--- config.mk ---
export PLATFORM = sky130hd
export DESIGN_NAME = config_text_lexer_flat
export DESIGN_NICKNAME = d
export VERILOG_FILES = /design/src/design/ctl_pkg.sv /design/src/design/ctl_if.sv /design/src/design/ctl_lex_core.sv /design/src/design/ctl_result_fifo.sv /design/src/design/config_text_lexer.sv /design/src/flat_wrapper.sv
export VERILOG_INCLUDE_DIRS = /design/src /design/src/design
export SDC_FILE = /design/constraint.sdc
export NUM_CORES = 1
export LEC_CHECK = 0
export BUFFER_PORTS_ARGS = -buffer_cell sky130_fd_sc_hd__buf_2
export CAP_MARGIN = 10
export CORE_ASPECT_RATIO = 0.75
export CORE_UTILIZATION = 40
export CTS_BUF_LIST = sky130_fd_sc_hd__clkbuf_4 sky130_fd_sc_hd__clkbuf_8
export DETAILED_ROUTE_END_ITERATION = 6
export PLACE_DENSITY_LB_ADDON = 0.15
export SYNTH_ARGS = -nofsm -noshare
export SYNTH_HDL_FRONTEND = slang
export SYNTH_SLANG_ARGS = --single-unit
--- constraint.sdc ---
create_clock -name clk -period 4.45 [get_ports clk]
set_input_delay 0.89 -clock clk [delete_from_list [all_inputs] [get_ports clk]]
set_output_delay 0.89 -clock clk [all_outputs]
set_load 0.05 [all_outputs]
--- src/design/config_text_lexer_assert.svh ---
// ----------------------------------------------------------------------------
// config_text_lexer_assert.svh
// Assertion macros shared by the lexer modules.
// ----------------------------------------------------------------------------
`ifndef CONFIG_TEXT_LEXER_ASSERT_SVH
`define CONFIG_TEXT_LEXER_ASSERT_SVH

// The consequent must hold in the same cycle as the antecedent.
`define CTL_ASSERT_NOW(label, ante, cons) \
    label: assert property (@(posedge clk) disable iff (!rst_n) (ante) |-> (cons)) \
        else $error("lexer check failed");

// The consequent must hold in the cycle after the antecedent.
`define CTL_ASSERT_NEXT(label, ante, cons) \
    label: assert property (@(posedge clk) disable iff (!rst_n) (ante) |=> (cons)) \
        else $error("lexer check failed");

`endif

--- src/design/ctl_pkg.sv ---
// ----------------------------------------------------------------------------
// ctl_pkg
// Types, codes, character constants and classifiers of the text lexer.
// ----------------------------------------------------------------------------
`default_nettype none

package ctl_pkg;

    localparam int LINE_BITS_DEF  = 24;
    localparam int VALUE_BITS_DEF = 31;
    // Result bits other than the value and line fields.
    localparam int RES_FIXED_W    = 17;
    localparam int FIFO_DEPTH     = 4;

    localparam logic [7:0] CH_SEMI    = 8'h3B;
    localparam logic [7:0] CH_HASH    = 8'h23;
    localparam logic [7:0] CH_DOT     = 8'h2E;
    localparam logic [7:0] CH_USCORE  = 8'h5F;
    localparam logic [7:0] CH_NL      = 8'h0A;
    localparam logic [7:0] CH_DQUOTE  = 8'h22;
    localparam logic [7:0] CH_SQUOTE  = 8'h27;
    localparam logic [7:0] CH_ZERO    = 8'h30;

    typedef enum logic [2:0] {
        EV_BYTE = 3'd0,
        EV_END  = 3'd1,
        EV_SEMI = 3'd2,
        EV_ERR  = 3'd3,
        EV_EOS  = 3'd4
    } event_t;

    typedef enum logic [1:0] {
        TK_INT   = 2'd0,
        TK_DEC   = 2'd1,
        TK_IDENT = 2'd2,
        TK_STR   = 2'd3
    } token_t;

    typedef enum logic [2:0] {
        ERR_UNEXPECTED  = 3'd0,
        ERR_AFTER_NUM   = 3'd1,
        ERR_AFTER_IDENT = 3'd2,
        ERR_AFTER_STR   = 3'd3,
        ERR_UNTERM_STR  = 3'd4
    } error_t;

    typedef enum logic [9:0] {
        ST_IDLE      = 10'b00_0000_0001,
        ST_INT       = 10'b00_0000_0010,
        ST_DEC       = 10'b00_0000_0100,
        ST_IDENT     = 10'b00_0000_1000,
        ST_STR_DQ    = 10'b00_0001_0000,
        ST_STR_SQ    = 10'b00_0010_0000,
        ST_AFTER_STR = 10'b00_0100_0000,
        ST_COMMENT   = 10'b00_1000_0000,
        ST_ERROR     = 10'b01_0000_0000,
        ST_DONE      = 10'b10_0000_0000
    } mode_t;

    function automatic logic is_dig(input logic [7:0] c);
        return c inside {[8'h30:8'h39]};
    endfunction

    function automatic logic is_let(input logic [7:0] c);
        return c inside {[8'h41:8'h5A], [8'h61:8'h7A]};
    endfunction

    function automatic logic is_ws(input logic [7:0] c);
        return c inside {8'h20, [8'h09:8'h0D]};
    endfunction

endpackage

`default_nettype wire

--- src/design/ctl_if.sv ---
// ----------------------------------------------------------------------------
// ctl_if
// Character input channel and lexer event channel.
// ----------------------------------------------------------------------------
`default_nettype none

interface ctl_char_if;
    logic       valid;
    logic       ready;
    logic [7:0] text_byte;
    logic       end_of_text;

    modport source (output valid, text_byte, end_of_text, input ready);
    modport sink   (input valid, text_byte, end_of_text, output ready);
endinterface

interface ctl_event_if #(
    parameter int LINE_BITS  = ctl_pkg::LINE_BITS_DEF,
    parameter int VALUE_BITS = ctl_pkg::VALUE_BITS_DEF
);
    logic                  valid;
    logic                  ready;
    logic [2:0]            event_kind;
    logic [1:0]            token_kind;
    logic [7:0]            byte_out;
    logic [VALUE_BITS-1:0] int_value;
    logic [LINE_BITS-1:0]  line_number;
    logic [2:0]            error_code;
    logic                  last_of_run;

    modport source (output valid, event_kind, token_kind, byte_out, int_value,
                    line_number, error_code, last_of_run, input ready);
    modport sink   (input valid, event_kind, token_kind, byte_out, int_value,
                    line_number, error_code, last_of_run, output ready);
endinterface

`default_nettype wire

--- src/design/ctl_lex_core.sv ---
// ----------------------------------------------------------------------------
// ctl_lex_core
// Lexer state and the up to two results caused by one character.
// ----------------------------------------------------------------------------
`default_nettype none
`include "config_text_lexer_assert.svh"

module ctl_lex_core #(
    parameter int LINE_BITS  = ctl_pkg::LINE_BITS_DEF,
    parameter int VALUE_BITS = ctl_pkg::VALUE_BITS_DEF,
    parameter int RES_W      = LINE_BITS + VALUE_BITS + ctl_pkg::RES_FIXED_W
) (
    input  wire logic             clk,
    input  wire logic             rst_n,
    input  wire logic             step,
    input  wire logic [7:0]       text_byte,
    input  wire logic             end_of_text,
    output logic [RES_W-1:0]      res0,
    output logic [RES_W-1:0]      res1,
    output logic [1:0]            res_count
);
    import ctl_pkg::*;

    typedef struct packed {
        event_t                ev;
        token_t                kind;
        logic [7:0]            chr;
        logic [VALUE_BITS-1:0] value;
        logic [LINE_BITS-1:0]  line;
        error_t                err;
        logic                  last;
    } res_t;

    localparam logic [VALUE_BITS-1:0] VALUE_MAX = '1;
    localparam logic [LINE_BITS-1:0]  LINE_MAX  = '1;

    mode_t                 mode_reg, mode_next;
    logic [VALUE_BITS-1:0] acc_reg, acc_next;
    logic [LINE_BITS-1:0]  line_reg, line_next;
    error_t                err_reg, err_next;

    res_t                  r0, r1;
    logic [1:0]            n;
    logic                  newline;
    logic                  do_delim, do_raise;
    token_t                delim_kind;
    logic [VALUE_BITS-1:0] delim_val;
    error_t                delim_err, raise_code;
    logic [VALUE_BITS+3:0] acc_x10;
    logic [3:0]            digit;
    logic                  is_d, is_l, is_w;

    assign digit   = text_byte[3:0] - CH_ZERO[3:0];
    assign acc_x10 = ({4'b0, acc_reg} << 3) + ({4'b0, acc_reg} << 1)
                     + {{VALUE_BITS{1'b0}}, digit};
    assign is_d    = is_dig(text_byte);
    assign is_l    = is_let(text_byte);
    assign is_w    = is_ws(text_byte);

    always_comb
    begin
        mode_next  = mode_reg;
        acc_next   = acc_reg;
        err_next   = err_reg;
        newline    = 1'b0;
        n          = 2'd0;
        do_delim   = 1'b0;
        do_raise   = 1'b0;
        delim_kind = TK_INT;
        delim_val  = '0;
        delim_err  = ERR_AFTER_NUM;
        raise_code = ERR_UNEXPECTED;
        r0         = '{ev: EV_BYTE, kind: TK_INT, chr: 8'd0, value: '0,
                       line: line_reg, err: ERR_UNEXPECTED, last: 1'b0};
        r1         = r0;

        case (mode_reg)
            ST_INT:
            begin
                if (!end_of_text && is_d)
                begin
                    if (acc_x10 > {4'b0, VALUE_MAX})
                        acc_next = VALUE_MAX;
                    else
                        acc_next = acc_x10[VALUE_BITS-1:0];
                    r0.chr = text_byte;
                    n      = 2'd1;
                end
                else if (!end_of_text && text_byte == CH_DOT)
                begin
                    r0.kind   = TK_DEC;
                    r0.chr    = text_byte;
                    n         = 2'd1;
                    mode_next = ST_DEC;
                end
                else
                begin
                    do_delim  = 1'b1;
                    delim_val = acc_reg;
                end
            end
            ST_DEC:
            begin
                if (!end_of_text && is_d)
                begin
                    r0.kind = TK_DEC;
                    r0.chr  = text_byte;
                    n       = 2'd1;
                end
                else
                begin
                    do_delim   = 1'b1;
                    delim_kind = TK_DEC;
                end
            end
            ST_IDENT:
            begin
                if (!end_of_text && (is_l || is_d || text_byte == CH_USCORE))
                begin
                    r0.kind = TK_IDENT;
                    r0.chr  = text_byte;
                    n       = 2'd1;
                end
                else
                begin
                    do_delim   = 1'b1;
                    delim_kind = TK_IDENT;
                    delim_err  = ERR_AFTER_IDENT;
                end
            end
            ST_STR_DQ, ST_STR_SQ:
            begin
                if (end_of_text)
                begin
                    do_raise   = 1'b1;
                    raise_code = ERR_UNTERM_STR;
                end
                else if (text_byte == ((mode_reg == ST_STR_DQ) ? CH_DQUOTE : CH_SQUOTE))
                    mode_next = ST_AFTER_STR;
                else
                begin
                    r0.kind = TK_STR;
                    r0.chr  = text_byte;
                    n       = 2'd1;
                end
            end
            ST_AFTER_STR:
            begin
                do_delim   = 1'b1;
                delim_kind = TK_STR;
                delim_err  = ERR_AFTER_STR;
            end
            ST_COMMENT:
            begin
                if (end_of_text)
                begin
                    r0.ev     = EV_EOS;
                    n         = 2'd1;
                    mode_next = ST_DONE;
                end
                else if (text_byte == CH_NL)
                begin
                    newline   = 1'b1;
                    mode_next = ST_IDLE;
                end
            end
            ST_ERROR:
            begin
                r0.ev  = EV_ERR;
                r0.err = err_reg;
                n      = 2'd1;
            end
            ST_DONE:
            begin
                r0.ev = EV_EOS;
                n     = 2'd1;
            end
            default:
            begin
                if (end_of_text)
                begin
                    r0.ev     = EV_EOS;
                    n         = 2'd1;
                    mode_next = ST_DONE;
                end
                else if (text_byte == CH_SEMI)
                begin
                    r0.ev     = EV_SEMI;
                    n         = 2'd1;
                    mode_next = ST_IDLE;
                end
                else if (is_d)
                begin
                    acc_next  = {{(VALUE_BITS-4){1'b0}}, digit};
                    r0.chr    = text_byte;
                    n         = 2'd1;
                    mode_next = ST_INT;
                end
                else if (text_byte == CH_DQUOTE)
                    mode_next = ST_STR_DQ;
                else if (text_byte == CH_SQUOTE)
                    mode_next = ST_STR_SQ;
                else if (is_l)
                begin
                    r0.kind   = TK_IDENT;
                    r0.chr    = text_byte;
                    n         = 2'd1;
                    mode_next = ST_IDENT;
                end
                else if (text_byte == CH_HASH)
                    mode_next = ST_COMMENT;
                else if (is_w)
                begin
                    newline   = (text_byte == CH_NL);
                    mode_next = ST_IDLE;
                end
                else
                    do_raise = 1'b1;
            end
        endcase

        // An open token is closed by end of text, ';' or whitespace.
        if (do_delim)
        begin
            r0.ev    = EV_END;
            r0.kind  = delim_kind;
            r0.value = delim_val;
            if (end_of_text)
            begin
                r1.ev     = EV_EOS;
                n         = 2'd2;
                mode_next = ST_DONE;
            end
            else if (text_byte == CH_SEMI)
            begin
                r1.ev     = EV_SEMI;
                n         = 2'd2;
                mode_next = ST_IDLE;
            end
            else if (is_w)
            begin
                n         = 2'd1;
                newline   = (text_byte == CH_NL);
                mode_next = ST_IDLE;
            end
            else
            begin
                do_raise   = 1'b1;
                raise_code = delim_err;
            end
        end

        if (do_raise)
        begin
            r0        = '{ev: EV_ERR, kind: TK_INT, chr: 8'd0, value: '0,
                          line: line_reg, err: raise_code, last: 1'b0};
            n         = 2'd1;
            err_next  = raise_code;
            mode_next = ST_ERROR;
        end

        if (n == 2'd1)
            r0.last = 1'b1;
        r1.last = 1'b1;

        line_next = (newline && line_reg != LINE_MAX) ? line_reg + 1'b1 : line_reg;
    end

    always_ff @(posedge clk or negedge rst_n)
    begin
        if (!rst_n)
        begin
            mode_reg <= ST_IDLE;
            acc_reg  <= '0;
            line_reg <= {{(LINE_BITS-1){1'b0}}, 1'b1};
            err_reg  <= ERR_UNEXPECTED;
        end
        else if (step)
        begin
            mode_reg <= mode_next;
            acc_reg  <= acc_next;
            line_reg <= line_next;
            err_reg  <= err_next;
        end
    end

    assign res0      = r0;
    assign res1      = r1;
    assign res_count = n;

    `CTL_ASSERT_NOW(a_line_nonzero, 1'b1, line_reg != '0)
    `CTL_ASSERT_NEXT(a_error_sticky, mode_reg == ST_ERROR, mode_reg == ST_ERROR)
    `CTL_ASSERT_NEXT(a_done_sticky, mode_reg == ST_DONE, mode_reg == ST_DONE)
    `CTL_ASSERT_NOW(a_pair_is_delim, step && n == 2'd2,
                    r0.ev == EV_END && (r1.ev == EV_EOS || r1.ev == EV_SEMI))

endmodule

`default_nettype wire

--- src/design/ctl_result_fifo.sv ---
// ----------------------------------------------------------------------------
// ctl_result_fifo
// Small result queue that takes up to two entries and gives one per cycle when popped.
// ----------------------------------------------------------------------------
`default_nettype none
`include "config_text_lexer_assert.svh"

module ctl_result_fifo #(
    parameter int WIDTH = 8
) (
    input  wire logic             clk,
    input  wire logic             rst_n,
    input  wire logic [1:0]       push_count,
    input  wire logic [WIDTH-1:0] push0,
    input  wire logic [WIDTH-1:0] push1,
    output logic                  space,
    output logic                  out_valid,
    input  wire logic             pop,
    output logic [WIDTH-1:0]      out_data
);
    import ctl_pkg::*;

    localparam int PTR_W = $clog2(FIFO_DEPTH);
    localparam int CNT_W = $clog2(FIFO_DEPTH + 1);

    logic [WIDTH-1:0] mem_reg [FIFO_DEPTH];
    logic [PTR_W-1:0] wptr_reg, wptr_next;
    logic [PTR_W-1:0] rptr_reg, rptr_next;
    logic [CNT_W-1:0] count_reg, count_next;
    logic             do_pop;

    assign out_valid = (count_reg != '0);
    assign do_pop    = pop && out_valid;
    assign space     = (count_reg <= CNT_W'(FIFO_DEPTH - 2));
    assign out_data  = mem_reg[rptr_reg];

    assign wptr_next  = wptr_reg + PTR_W'(push_count);
    assign rptr_next  = rptr_reg + PTR_W'(do_pop);
    assign count_next = count_reg + CNT_W'(push_count) - CNT_W'(do_pop);

    always_ff @(posedge clk)
    begin
        if (push_count != 2'd0)
            mem_reg[wptr_reg] <= push0;
        if (push_count == 2'd2)
            mem_reg[wptr_reg + PTR_W'(1)] <= push1;
    end

    always_ff @(posedge clk or negedge rst_n)
    begin
        if (!rst_n)
        begin
            wptr_reg  <= '0;
            rptr_reg  <= '0;
            count_reg <= '0;
        end
        else
        begin
            wptr_reg  <= wptr_next;
            rptr_reg  <= rptr_next;
            count_reg <= count_next;
        end
    end

    `CTL_ASSERT_NOW(a_count_bound, 1'b1, count_reg <= CNT_W'(FIFO_DEPTH))
    `CTL_ASSERT_NOW(a_push_has_room, push_count != 2'd0, space)
    `CTL_ASSERT_NEXT(a_drain_empty, do_pop && push_count == 2'd0 && count_reg == CNT_W'(1),
                     !out_valid)

endmodule

`default_nettype wire

--- src/design/config_text_lexer.sv ---
// ----------------------------------------------------------------------------
// config_text_lexer
// Character-stream lexer for a small configuration language.
// ----------------------------------------------------------------------------
// Usage:
//   chars carries one text character, or an end-of-text mark, per
//   transaction. events carries the lexer results: token bytes, token
//   ends, semicolons, errors and end of stream, each with the line number
//   as it stood before the character and a last_of_run flag.
//   A character is lexed in the cycle it is accepted and its results are
//   shown on events from the next cycle on at the earliest.
//   The block accepts one character per cycle while the result queue has
//   room for two more entries; a character that ends a token before ';' or
//   end of text causes two results, which drain one per cycle while the
//   receiver is ready, through the four-entry result queue.
//   When the receiver stalls, results wait in the queue and chars.ready
//   drops once fewer than two entries are free.
//   Reset empties the queue, returns the lexer to its idle mode with the
//   line counter at one and clears the held error.
// ----------------------------------------------------------------------------
`default_nettype none

module config_text_lexer #(
    parameter int LINE_BITS  = ctl_pkg::LINE_BITS_DEF,
    parameter int VALUE_BITS = ctl_pkg::VALUE_BITS_DEF
) (
    input  wire logic  clk,
    input  wire logic  rst_n,
    ctl_char_if.sink   chars,
    ctl_event_if.source events
);
    import ctl_pkg::*;

    localparam int RES_W = LINE_BITS + VALUE_BITS + RES_FIXED_W;

    typedef struct packed {
        event_t                ev;
        token_t                kind;
        logic [7:0]            chr;
        logic [VALUE_BITS-1:0] value;
        logic [LINE_BITS-1:0]  line;
        error_t                err;
        logic                  last;
    } res_t;

    logic [RES_W-1:0] res0, res1, head;
    logic [1:0]       res_count, push_count;
    logic             step, space;
    res_t             head_res;

    assign step       = chars.valid && space;
    assign chars.ready = space;
    assign push_count = step ? res_count : 2'd0;

    ctl_lex_core #(
        .LINE_BITS  (LINE_BITS),
        .VALUE_BITS (VALUE_BITS),
        .RES_W      (RES_W)
    ) u_core (
        .clk         (clk),
        .rst_n       (rst_n),
        .step        (step),
        .text_byte   (chars.text_byte),
        .end_of_text (chars.end_of_text),
        .res0        (res0),
        .res1        (res1),
        .res_count   (res_count)
    );

    ctl_result_fifo #(
        .WIDTH (RES_W)
    ) u_fifo (
        .clk        (clk),
        .rst_n      (rst_n),
        .push_count (push_count),
        .push0      (res0),
        .push1      (res1),
        .space      (space),
        .out_valid  (events.valid),
        .pop        (events.ready),
        .out_data   (head)
    );

    assign head_res           = head;
    assign events.event_kind  = head_res.ev;
    assign events.token_kind  = head_res.kind;
    assign events.byte_out    = head_res.chr;
    assign events.int_value   = head_res.value;
    assign events.line_number = head_res.line;
    assign events.error_code  = head_res.err;
    assign events.last_of_run = head_res.last;

endmodule

`default_nettype wire

--- src/flat_wrapper.sv ---
// flat-port wrapper written by rule: the top's interface ports become plain ports
module config_text_lexer_flat import ctl_pkg::*;
#(
    parameter int LINE_BITS  = ctl_pkg::LINE_BITS_DEF,
    parameter int VALUE_BITS = ctl_pkg::VALUE_BITS_DEF
)
  (clk, rst_n, chars_valid, chars_text_byte, chars_end_of_text, chars_ready, events_valid, events_event_kind, events_token_kind, events_byte_out, events_int_value, events_line_number, events_error_code, events_last_of_run, events_ready);
  ctl_char_if chars_i ();
  ctl_event_if #(.LINE_BITS(LINE_BITS), .VALUE_BITS(VALUE_BITS)) events_i ();
  input  wire logic clk;
  input  wire logic rst_n;
  input wire logic [$bits(chars_i.valid)-1:0] chars_valid;
  input wire logic [$bits(chars_i.text_byte)-1:0] chars_text_byte;
  input wire logic [$bits(chars_i.end_of_text)-1:0] chars_end_of_text;
  output wire logic [$bits(chars_i.ready)-1:0] chars_ready;
  output wire logic [$bits(events_i.valid)-1:0] events_valid;
  output wire logic [$bits(events_i.event_kind)-1:0] events_event_kind;
  output wire logic [$bits(events_i.token_kind)-1:0] events_token_kind;
  output wire logic [$bits(events_i.byte_out)-1:0] events_byte_out;
  output wire logic [$bits(events_i.int_value)-1:0] events_int_value;
  output wire logic [$bits(events_i.line_number)-1:0] events_line_number;
  output wire logic [$bits(events_i.error_code)-1:0] events_error_code;
  output wire logic [$bits(events_i.last_of_run)-1:0] events_last_of_run;
  input wire logic [$bits(events_i.ready)-1:0] events_ready;
  assign chars_i.valid = chars_valid;
  assign chars_i.text_byte = chars_text_byte;
  assign chars_i.end_of_text = chars_end_of_text;
  assign chars_ready = chars_i.ready;
  assign events_valid = events_i.valid;
  assign events_event_kind = events_i.event_kind;
  assign events_token_kind = events_i.token_kind;
  assign events_byte_out = events_i.byte_out;
  assign events_int_value = events_i.int_value;
  assign events_line_number = events_i.line_number;
  assign events_error_code = events_i.error_code;
  assign events_last_of_run = events_i.last_of_run;
  assign events_i.ready = events_ready;
  config_text_lexer #(.LINE_BITS(LINE_BITS), .VALUE_BITS(VALUE_BITS)) u_core (.clk(clk), .rst_n(rst_n), .chars(chars_i), .events(events_i));
endmodule
======== Word-level counts from Yosys, hierarchy flattened ========
Memories as Yosys holds them, arrays and structs flattened.
Index checks and enable logic that the tools add are counted.
operators by class
  add/sub/neg operators ................... 8
  multiply operators ...................... 0
  div/mod/pow operators ................... 0
  $lt $le $gt $ge ......................... 10
  equal/unequal tests ..................... 24
  shifts and indexed selects .............. 0
  muxes and demuxes ....................... 123
  bitwise logic cells ..................... 1
  reductions and logical operators ........ 29
operators by type and width
  operator                                                                            number
  31-bit 2-to-1 mux                                                                   9
  10-bit 2-to-1 mux                                                                   27
  72-bit 2-to-1 mux                                                                   1
  31-bit one-hot mux with 2 select lines                                              1
  1-bit 2-to-1 mux                                                                    51
  10-bit one-hot mux with 5 select lines                                              1
  8-bit by 6-bit equality test with 1-bit output (second input constant)              6
  10-bit one-hot mux with 4 select lines                                              1
  34-bit by 32-bit adder with 35-bit output                                           1
  35-bit by 4-bit adder with 35-bit output                                            1
  35-bit by 31-bit greater-than comparator with 1-bit output (second input constant)  1
  3-bit 2-to-1 mux                                                                    10
  24-bit by 1-bit adder with 24-bit output (second input constant)                    1
  24-bit != test (second input constant)                                              1
  2-bit 2-to-1 mux                                                                    10
  9-bit 2-to-1 mux                                                                    2
  8-bit by 7-bit >= comparator with 1-bit output (second input constant)              2
  8-bit by 7-bit <= comparator with 1-bit output (second input constant)              2
  8-bit 2-to-1 mux                                                                    2
  8-bit OR reduction                                                                  2
  3-bit one-hot mux with 4 select lines                                               1
  10-bit equality test (second input constant)                                        1
  10-bit by 2-bit equality test with 1-bit output (second input constant)             1
  10-bit by 3-bit equality test with 1-bit output (second input constant)             1
  other kinds (42)                                                                    59
word-level totals
  bits in registers ....................... 75
  latch bits .............................. 0
  RAM bits ................................ 288
  ROM bits ................................ 0
  bits of input ports ..................... 13
  output and inout bits ................... 74
  word-level logic and storage cells ...... 203
  memories kept ........................... 1
memory list
  memory                 words  width  rd ports  clocked after Yosys merged registers in  wr ports  line                   source
  u_core.u_fifo.mem_reg  4      72     1         0                                        2         ctl_result_fifo.sv:26  logic [WIDTH-1:0] mem_reg [FIFO_DEPTH];

======== Logic depth before layout (Yosys ltp) ========
Gate-level depths: netlist (run 1).
  depth after elaboration ................. 21
  mapped depth ............................ 16
  mapped depth without buffers ............ 14

======== Cells and area by module ========
A second synthesis (run 1) with hierarchy kept.
second synthesis, totals
  cell total of the unflattened synthesis .. 1568
  area total of the unflattened synthesis .. 21818.4 um^2
by module, submodules not included
  module             instances  cells an instance  area each (um^2)  seq. area each (um^2)
  ctl_result_fifo    1          738                14860.5           8823.5
  ctl_lex_core       1          827                6939.2            1704.1
  config_text_lexer  1          3                  18.8              0.0

======== Worst setup path after synthesis (run 1) ========
Ideal clock, no wire load.
  kind .................................... input to register
  from .................................... input chars_text_byte[2]
  to ...................................... memory u_core.u_fifo.mem_reg[3][10] (netlist bit) (enable)
  setup time .............................. 398 ps
  arrival time ............................ 3934 ps
  data required time ...................... 4052 ps
  path slack .............................. 118 ps
  stages on the path ...................... 10
  buffers on the path ..................... 3
  cells stage by stage .................... clkbuf_1 -> nor2b_1 -> a41o_1 -> a211oi_1 -> or4b_1 -> o211ai_1 -> nor3_2 -> buf_4 -> o21ai_2 -> clkbuf_1
RTL lines
  item         line                   source
  from (decl)  flat_wrapper.sv:13     input wire logic [$bits(chars_i.text_byte)-1:0] chars_text_byte;
  to (decl)    ctl_result_fifo.sv:26

==> results of run 1 <==
worst max path at each step:
| stage | startpoint | slack, ps | end |
|---|---|---|---|
| after global placement | chars_text_byte[3] | 160 | u_core.u_core.acc_reg[3]$_DFFE_PN0P_ |
| final | u_core.u_core.mode_reg[9]$_DFFE_PN0P_ | 370 | u_core.u_fifo.mem_reg[3][22]$_DFFE_PP_ |
| after global routing | u_core.u_core.mode_reg[9]$_DFFE_PN0P_ | 100 | u_core.u_fifo.count_reg[2]$_DFF_PN0_ |
| after CTS | u_core.u_core.mode_reg[9]$_DFFE_PN0P_ | 390 | u_core.u_fifo.count_reg[2]$_DFF_PN0_ |
| after detailed placement | chars_text_byte[3] | 80 | u_core.u_core.acc_reg[1]$_DFFE_PN0P_ |
| after floorplan | chars_text_byte[2] | 120 | u_core.u_fifo.mem_reg[3][10]$_DFFE_PP_ |
per-layer routing:
metal,vias to the layer above,wire length [um],share of wire
met5,-,0,0
met4,0,1088,0.018
met3,83,5328,0.089
met2,609,24430,0.41
met1,7999,28700,0.48
li1,7429,-,-
synth_stat cells, types with 4 or more instances:
master	n
a211oi_1	25
a21boi_0	7
a21o_1	12
a21oi_1	57
a22oi_1	4
a31oi_1	5
and2_1	105
and3_1	14
and4_1	7
buf_1	14
buf_2	13
buf_6	21
clkbuf_1	118
dfrtp_1	73
dfxtp_1	184
edfxtp_1	104
ha_1	67
inv_1	20
mux4_2	72
nand2_1	161
nand2b_1	11
nand3_1	64
nand4_1	37
nor2_1	65
nor2b_1	13
nor3_1	50
nor3b_1	6
nor4_1	9
nor4b_1	5
o211ai_1	138
o21a_1	9
o21ai_0	80
o21ai_1	45
o21ai_2	5
o21bai_1	5
o221ai_1	4
o22ai_1	12
o31ai_1	133
or2_2	13
or3_1	11
or4_1	6
xnor2_1	32
xor2_1	18
per-stage QoR:
stage | setup slack, ps | std cells | hold slack [ps] | instance area, um2 | util
3_3_place_gp | 164.3 | 2555 | 432.8 | 20890 | 0.4367
3_5_place_dp | 82.66 | 2555 | 439.5 | 20890 | 0.4367
6_report | 370.9 | 2670 | 252.6 | 22240 | 0.4650
2_1_floorplan | 118.0 | 1911 | 425.2 | 19570 | -
4_1_cts | 393.9 | 2668 | 225.4 | 22240 | 0.4649
5_1_grt | 97.83 | 2670 | 270.2 | 22240 | 0.4650
cell families (layout without fill, tap and decap cells):
group	count (synthesis)	count (layout)	share of synthesized area
DFF	363	363	0.4439
xor gates and xnor gates	50	50	0.02238
and+or+nand+nor	593	593	0.1590
adders and majority gates	70	70	0.04591
other	0	2	0
AOI/OAI and AO/OA	570	570	0.1979
buffers and inverters	188	306	0.04534
muxes	77	77	0.08556
cell usage in the layout (no fill, tap or decap), types with 11 or more instances in the layout:
cell and instances:
clkbuf_8 73, buf_12 13, nor3_1 48, dfrtp_1 71, nand3_1 64, nor2b_1 12
o22ai_1 12, o211ai_1 138, buf_2 85, o31ai_1 133, buf_4 75, nor2_1 62
a21oi_1 57, xnor2_1 32, nand2_1 161, inv_1 20, ha_1 67, xor2_1 18
edfxtp_1 104, a211oi_1 24, clkbuf_4 29, dfxtp_1 184, nand2b_1 11, and3_1 14
and2_1 105, o21ai_1 45, o21ai_0 80, or2_2 13, a21o_1 12, mux4_2 72
nand4_1 37
worst max-delay path, stage by stage (launching register included):
cell,delay [ps]
dfrtp_1,430
or4_1,710
nor4_4,580
a21oi_1,190
o221ai_2,500
nand3_2,280
or2_2,590
o21ai_4,150
buf_12,290
power breakdown:
group / internal, W / switching, W
Sequential: 0.00384 / 0.000358
Combinational: 0.00137 / 0.00298
Clock: 0.00185 / 0.00141
area by class of cell:
cell class              count  share of cell area
well taps                 639             0.03595
diodes                      2           0.0002250
inverters                  20            0.003375
clock buffers             102             0.05496
multi-input cells        1360              0.4528
repair buffers            173             0.05614
clock inverters            11            0.005682
flip-flops and latches    363              0.3909
==> flow_metrics.py, run 1 <==
metrics = {
    "grt": {
        "grt_start_max_net_pins": 57,
        "grt_pass1_vias": 15750,
        "use_met2": 0.3299,
        "track_usage": 0.2379,
        "grt-ovfl-total": 0,
        "use_met3": 0.06709,
        "met1_usage": 0.3568,
        "grt_pass1_wl_um": 93420,
        "antenna_found_initial": 2,
        "top_usage_layer": "met1",
    },
    "synth": {
        "synthTopCellsByArea": "dfxtp_1, edfxtp_1, dfrtp_1",
        "synth_fp_nets": 1994,
        "synth_top_cell_by_area": "dfxtp_1",
        "synth_edf_count": 104,
        "syn_area_per_cell_um2": 10.24,
        "yosys_warnings": 0,
        "yosys.cell_types.count": 79,
        "syn_inst": 1911,
        "synth_ff_type": "dfxtp_1",
        "synth-seq-area-share": 0.4439,
        "netlist_area_mm2": 0.01957,
        "synth_seq_cells": 363,
        "yosysTopAreaCellShare": 0.1883,
        "async_reset_ff_frac": 0.2066,
    },
    "timing": {
        "setup_tns_ps": 0,
        "post-route-period-util": 0.9167,
        "drv_slew": 0,
        "finalHoldViolations": 0,
        "max_freq_mhz": 245.2,
        "finClkSkew_ps": 41.96,
        "finalSetupViolations": 0,
        "tightest_slew_ps": 1023,
        "min_period_ps": 4079,
        "rsz0062_at_grt": "no",
        "relSlewSlack": 0.3178,
    },
    "detailed_routing": {
        "drc": 3,
        "wl_um": 59550,
        "drtIter0Drc": 1559,
        "avgRoutedWirePerCell_um": 22.30,
        "ant_nets": 0,
        "avgViaCountPerCell": 6.037,
        "drt_pass1_iterations": 7,
        "vias": 16120,
    },
    "cts": {
        "cts_root_buffer": "clkbuf_8",
        "clock_latency_ps": 670,
        "hold_buffers": 0,
        "clock_path_buffers": 3,
        "cts-buffers-inserted": 60,
        "post_cts_buffers": 0,
        "cts.reportedPaths.clkPinSlew_ps": 70,
        "cts_tree": "done",
        "clock_sinks": 363,
        "post_cts_resized": 0,
        "cts_htree_levels": 2,
    },
    "flow_run": {
        "max_cap_violations": 0,
    },
    "placed_design": {
        "globalplace.congestion": 0.9567,
        "io_buffers": 86,
        "hpwl_um": 40020,
    },
    "final_layout": {
        "regArea_mm2": 0.008693,
        "largest_reg_flops": 288,
        "n_fill_cell": 4491,
        "syn2layout_area_growth_pct": 13.67,
        "nets": 2061,
        "multi_input_area_mm2": 0.01007,
        "drive_gt1_frac": 0.2006,
    },
    "setup_path": {
        "worstPathArrival_ps": 4400,
        "startpoint_type": "flip-flop",
        "rr_worst_depth": 8,
        "crit_path_max_fanout": 51,
        "critical_path_class": "reg2reg",
        "critPathRequiredTime_ps": 4770,
        "r2r_setup_slack_ps": 370,
        "reg2reg_from": "u_core.u_core.mode_reg[9]$_DFFE_PN0P_",
        "endpoint_kind": "flip-flop",
        "worstReg2RegEnd": "u_core.u_fifo.mem_reg[3][22]$_DFFE_PP_",
    },
    "die": {
        "dieWidth_um": 257.4,
        "dieArea_mm2": 0.04981,
        "die_height_um": 193.5,
        "coreArea_mm2": 0.04783,
        "fp-row-count": 69,
        "io_pins": 87,
        "initial_utilization": 0.4091,
    },
    "min_path": {
        "hold_class": "in2async",
    },
    "run_status": {
        "outcome": "complete, but fails checks",
        "violations": "DRC",
    },
    "pwr": {
        "peakVddDrop_uv": 264.2,
        "total_power_w": 0.01180,
        "leakagePower_nw": 8.537,
        "p_per_area_mw_per_mm2": 530.7,
    },
}
Note: power is estimated with default switching activity, not from simulation.
==> inputs of run 2 (changes only) <==
- GPL_TIMING_DRIVEN: not set -> 1
- REMOVE_ABC_BUFFERS: not set -> 1
==> run 2 against run 1 <==
The run now ends clean; clock skew up 8.5 ps; via count shrank 0.90%; sequential power about the same; cell count is 0.34% lower; utilization rose by 0.097 points; critical path depth up 6; sequential share of layout area decreased by 0.081 points; sequential cell count is the same; power grew 0.94%; clock power rose by 3%; critical path type unchanged.
==> flow_metrics.py, run 2 (same netlist as run 1, synthesis figures left out) <==
metrics = {
    "detailed_routing": {
        "ant_nets": 0,
        "avgViaCountPerCell": 6.003,
        "drtIter0Drc": 1547,
        "drt_pass1_iterations": 5,
        "drc": 0,
        "avgRoutedWirePerCell_um": 22.41,
        "wl_um": 59640,
        "vias": 15980,
    },
    "cts": {
        "post_cts_buffers": 0,
        "cts_htree_levels": 2,
        "clock_sinks": 363,
        "cts_root_buffer": "clkbuf_8",
        "clock_latency_ps": 690,
        "clock_path_buffers": 3,
        "cts_tree": "done",
        "cts-buffers-inserted": 61,
        "cts.reportedPaths.clkPinSlew_ps": 70,
    },
    "pwr": {
        "p_per_area_mw_per_mm2": 534.6,
        "leakagePower_nw": 8.543,
        "peakVddDrop_uv": 455.3,
    },
    "setup_path": {
        "critical_path_class": "reg2reg",
        "r2r_setup_slack_ps": 330,
        "worstReg2RegEnd": "u_core.u_fifo.count_reg[2]$_DFF_PN0_",
        "rr_worst_depth": 14,
        "crit_path_max_fanout": 8,
        "worstPathArrival_ps": 4690,
        "reg2reg_from": "u_core.u_core.mode_reg[8]$_DFFE_PN0P_",
        "critPathRequiredTime_ps": 5020,
        "endpoint_kind": "flip-flop",
        "startpoint_type": "flip-flop",
    },
    "min_path": {
        "hold_class": "in2async",
    },
    "timing": {
        "post-route-period-util": 0.9256,
        "rsz0062_at_grt": "no",
        "relSlewSlack": 0.1832,
        "max_freq_mhz": 242.8,
        "setup_tns_ps": 0,
        "finalSetupViolations": 0,
        "tightest_slew_ps": 1221,
        "min_period_ps": 4119,
        "drv_slew": 0,
        "finalHoldViolations": 0,
        "finClkSkew_ps": 50.47,
    },
    "final_layout": {
        "nets": 2053,
        "instances_no_fill": 2661,
        "final_cell_mix": "dfxtp_1, nand2_1, o211ai_1, o31ai_1, and2_1",
        "final_common_cell": "dfxtp_1",
        "design_area_mm2": 0.02229,
        "antenna_cells": 0,
        "syn2layout_area_growth_pct": 13.91,
        "drive_gt1_frac": 0.1983,
        "largest_reg_flops": 288,
    },
    "grt": {
        "track_usage": 0.2386,
        "grt-ovfl-total": 0,
        "antenna_found_initial": 0,
        "grt_pass1_wl_um": 93560,
        "grt_start_max_net_pins": 97,
        "grt_pass1_vias": 15660,
    },
    "placed_design": {
        "io_buffers": 86,
        "placed_cell_area_mm2": 0.02088,
        "globalplace.congestion": 0.8830,
        "dp_cells": 2546,
        "hpwl_um": 39070,
    },
    "die": {
        "die_height_um": 193.5,
        "coreArea_mm2": 0.04783,
        "initial_utilization": 0.4091,
        "fp-row-count": 69,
        "io_pins": 87,
        "dieWidth_um": 257.4,
        "dieArea_mm2": 0.04981,
    },
    "flow_run": {
        "max_cap_violations": 0,
    },
    "run_status": {
        "outcome": "finished clean",
    },
}
[run 2: repair_timing]
| action | in CTS | in global routing |
|---|---|---|
| gates resized for setup | 0 | 1 |
| hold buffers | 0 | 0 |
| endpoints found under the setup margin | 0 | 1 |
[run 2: area by class of cell]
| class | instances | area, um2 |
|---|---|---|
| inverter | 20 | 75.07 |
| clock inverter | 17 | 170.2 |
| sequential | 363 | 8693 |
| fill | 4530 | 25540 |
| clock buffer | 98 | 1236 |
| timing repair buffer | 164 | 1231 |
| tap | 639 | 799.5 |
| multi-input combinational | 1360 | 10080 |
[run 2: critical path, cell delays in order (launching register included)]
cell and delay (ps):
dfrtp_1 450, or4_1 710, nor4_2 360, mux2i_1 400
nor3_1 110, or3_1 410, nor2_1 90, o21ai_0 80
o21ai_0 290, ha_1 170, inv_1 40, ha_1 200
fa_1 380, xnor2_1 200, xnor2_1 150
[run 2: stage by stage]
stage / utilization / worst slack (ps) / hold slack (ps) / power, W
after floorplan: - / -4268 / 425.2 / 0.007103
after global placement: 0.4365 / 113.0 / 435.2 / 0.008559
after detailed placement: 0.4365 / 20.00 / 437.1 / 0.008615
after CTS: 0.4659 / 248.0 / 248.8 / 0.01200
after global routing: 0.4660 / 26.38 / 268.5 / 0.01248
final: 0.4660 / 331.2 / 234.2 / 0.01191
[run 2: worst max path at each step]
stage | from | endpoint | slack, ps | depth (start not counted)
2_1_floorplan | chars_text_byte[7] | u_core.u_fifo.mem_reg[0][10]$_DFFE_PP_ | -4270 | 8
3_3_place_gp | chars_text_byte[3] | u_core.u_core.acc_reg[26]$_DFFE_PN0P_ | 110 | 14
3_5_place_dp | chars_text_byte[3] | u_core.u_core.acc_reg[21]$_DFFE_PN0P_ | 20 | 14
4_1_cts | u_core.u_core.mode_reg[8]$_DFFE_PN0P_ | u_core.u_fifo.count_reg[2]$_DFF_PN0_ | 250 | 14
5_1_grt | u_core.u_core.mode_reg[8]$_DFFE_PN0P_ | u_core.u_fifo.count_reg[2]$_DFF_PN0_ | 30 | 14
6_report | u_core.u_core.mode_reg[8]$_DFFE_PN0P_ | u_core.u_fifo.count_reg[2]$_DFF_PN0_ | 330 | 14
[run 2: metal layers]
metal  GRT usage  vias up  share of wire
met3     0.05883       62          0.085
met1      0.3659     7912           0.48
met5           0        -              0
met2      0.3311      587           0.41
li1            -     7414              -
met4     0.05917        0          0.016
[run 2: power by group]
| part | switching [W] | internal, W |
|---|---|---|
| registers | 0.000359 | 0.00384 |
| clock network | 0.00146 | 0.00190 |
| logic | 0.00299 | 0.00137 |
==> inputs of run 3 (changes only) <==
- CTS_BUF_LIST: sky130_fd_sc_hd__clkbuf_4 sky130_fd_sc_hd__clkbuf_8 -> sky130_fd_sc_hd__clkbuf_4
==> run 3 against run 2 <==
Power shrank 1.7%; critical path depth is the same; sequential cell count is the same; highest routed layer is now met5; count of clock-buffer cells in the layout grew 54; utilization shrank 0.15 points; critical endpoint unchanged; die area is the same; combinational power is essentially flat; first-iteration DRC count shrank 0.39%; global-route usage grew 0.11 points; non-clock buffer count is the same; design area shrank 0.33%.
==> flow_metrics.py, run 3 (same netlist as run 1, synthesis figures left out) <==
metrics = {
    "timing": {
        "relSlewSlack": 0.1920,
        "finalSetupViolations": 0,
        "tightest_slew_ps": 1208,
        "post-route-period-util": 0.9187,
        "finClkSkew_ps": 41.42,
        "min_period_ps": 4088,
        "finalHoldViolations": 0,
        "setup_tns_ps": 0,
        "drv_slew": 0,
        "max_freq_mhz": 244.6,
        "rsz0062_at_grt": "no",
    },
    "final_layout": {
        "largest_reg_flops": 288,
        "regArea_mm2": 0.008693,
        "instances_no_fill": 2727,
        "final_cell_mix": "dfxtp_1, nand2_1, clkbuf_4, o211ai_1, o31ai_1",
        "syn2layout_area_growth_pct": 13.54,
        "n_fill_cell": 4580,
        "design_area_mm2": 0.02222,
        "nets": 2091,
        "drive_gt1_frac": 0.2171,
        "final_common_cell": "dfxtp_1",
        "multi_input_area_mm2": 0.01009,
    },
    "setup_path": {
        "slowest_stage": "or4_1",
        "startpoint_type": "flip-flop",
        "worstPathArrival_ps": 4780,
        "slowest_delay_ps": 710,
        "startpoint": "u_core.u_core.mode_reg[8]$_DFFE_PN0P_",
        "crit_path_max_fanout": 8,
        "critPathRequiredTime_ps": 5150,
        "critical_path_class": "reg2reg",
        "reg2reg_from": "u_core.u_core.mode_reg[8]$_DFFE_PN0P_",
        "endpoint_kind": "flip-flop",
        "path_cells": "or4_1 > nor4_2 > mux2i_2 > nor3_1 > or3_1 > nor2_1 > o21ai_0 > o21ai_0 > ha_1 > inv_1 > ha_1 > fa_1 > xnor2_1 > xnor2_1",
    },
    "cts": {
        "post_cts_resized": 0,
        "cts.reportedPaths.clkPinSlew_ps": 60,
        "hold_buffers": 0,
        "clock_latency_ps": 810,
        "cts_htree_levels": 3,
        "cts_root_buffer": "clkbuf_4",
        "clock_path_buffers": 3,
        "cts-buffers-inserted": 99,
        "clock_sinks": 363,
        "post_cts_buffers": 0,
        "cts_tree": "done",
    },
    "min_path": {
        "hold_class": "in2async",
    },
    "pwr": {
        "leakagePower_nw": 8.587,
        "peakVddDrop_uv": 526.4,
        "p_per_area_mw_per_mm2": 527.1,
    },
    "die": {
        "coreArea_mm2": 0.04783,
        "die_height_um": 193.5,
        "io_pins": 87,
        "fp-row-count": 69,
        "initial_utilization": 0.4091,
        "dieWidth_um": 257.4,
        "dieArea_mm2": 0.04981,
    },
    "detailed_routing": {
        "ant_nets": 0,
        "avgRoutedWirePerCell_um": 21.97,
        "drt_pass1_iterations": 5,
        "drc": 0,
        "drtIter0Drc": 1541,
        "avgViaCountPerCell": 5.956,
        "vias": 16240,
        "wl_um": 59910,
    },
    "grt": {
        "grt_pass1_vias": 15940,
        "use_met2": 0.3302,
        "antenna_found_initial": 2,
        "top_usage_layer": "met1",
        "grt-ovfl-total": 0,
        "use_met3": 0.07180,
        "grt_pass1_wl_um": 93920,
        "grt_start_max_net_pins": 97,
        "track_usage": 0.2397,
        "met1_usage": 0.3633,
    },
    "placed_design": {
        "io_buffers": 86,
        "placed_cell_area_mm2": 0.02088,
        "globalplace.congestion": 0.8830,
        "dp_cells": 2546,
        "hpwl_um": 39070,
    },
    "flow_run": {
        "max_cap_violations": 0,
    },
    "run_status": {
        "outcome": "finished clean",
    },
}
[run 3: worst paths after layout]
path | end | depth (start not counted) | slack [ps]
max | u_core.u_fifo.count_reg[2]$_DFF_PN0_ | 14 | 360
min | u_core.u_core.acc_reg[25]$_DFFE_PN0P_ | 1 | 120
max reg2reg | u_core.u_fifo.count_reg[2]$_DFF_PN0_ | 14 | 360
min reg2reg | u_core.u_fifo.mem_reg[2][62]$_SDFFE_PP0N_ | 2 | 450
max in group asynchronous | u_core.u_fifo.rptr_reg[0]$_DFF_PN0_ | 2 | 3410
min in group clk | u_core.u_fifo.mem_reg[2][62]$_SDFFE_PP0N_ | 2 | 450
[run 3: through the flow]
stage | setup slack, ps | utilization | total power [W] | hold slack (ps)
CTS | 233.6 | 0.4642 | 0.01179 | 79.59
global placement | 113.0 | 0.4365 | 0.008559 | 435.2
floorplan | -4268 | - | 0.007103 | 425.2
global route | 30.65 | 0.4645 | 0.01231 | 97.93
detailed placement | 20.00 | 0.4365 | 0.008615 | 437.1
finish | 361.6 | 0.4645 | 0.01171 | 122.7
[run 3: worst max-delay path: cells and delay by family, from the launching register on]
family / cells / cell delay [ps]
fa+ha+maj: 3 / 750
simple gates: 5 / 1710
xor+xnor: 2 / 360
compound gates: 2 / 350
mux: 1 / 340
flops: 1 / 450
buf+inv: 1 / 40
[run 3: area by class of cell]
class                           count  area share
Clock inverter                     28    0.008392
Clock buffer                      152     0.05137
Antenna cell                        1   0.0001126
Timing Repair Buffer              164     0.05542
Tap cell                          639     0.03599
Inverter                           20    0.003379
Sequential cell                   363      0.3913
Multi-Input combinational cell   1360      0.4540
[run 3: power breakdown]
group	total [W]	switching, W	internal (W)
logic	0.00436	0.00299	0.00137
registers	0.00420	0.000361	0.00384
clock network	0.00315	0.00147	0.00168
total	0.0117	0.00482	0.00689
[run 3: metal layers]
| layer | vias to the layer above | wire [um] |
|---|---|---|
| met1 | 7997 | 29140 |
| met5 | - | 13 |
| met2 | 629 | 24810 |
| li1 | 7543 | - |
| met4 | 2 | 807 |
| met3 | 71 | 5147 |
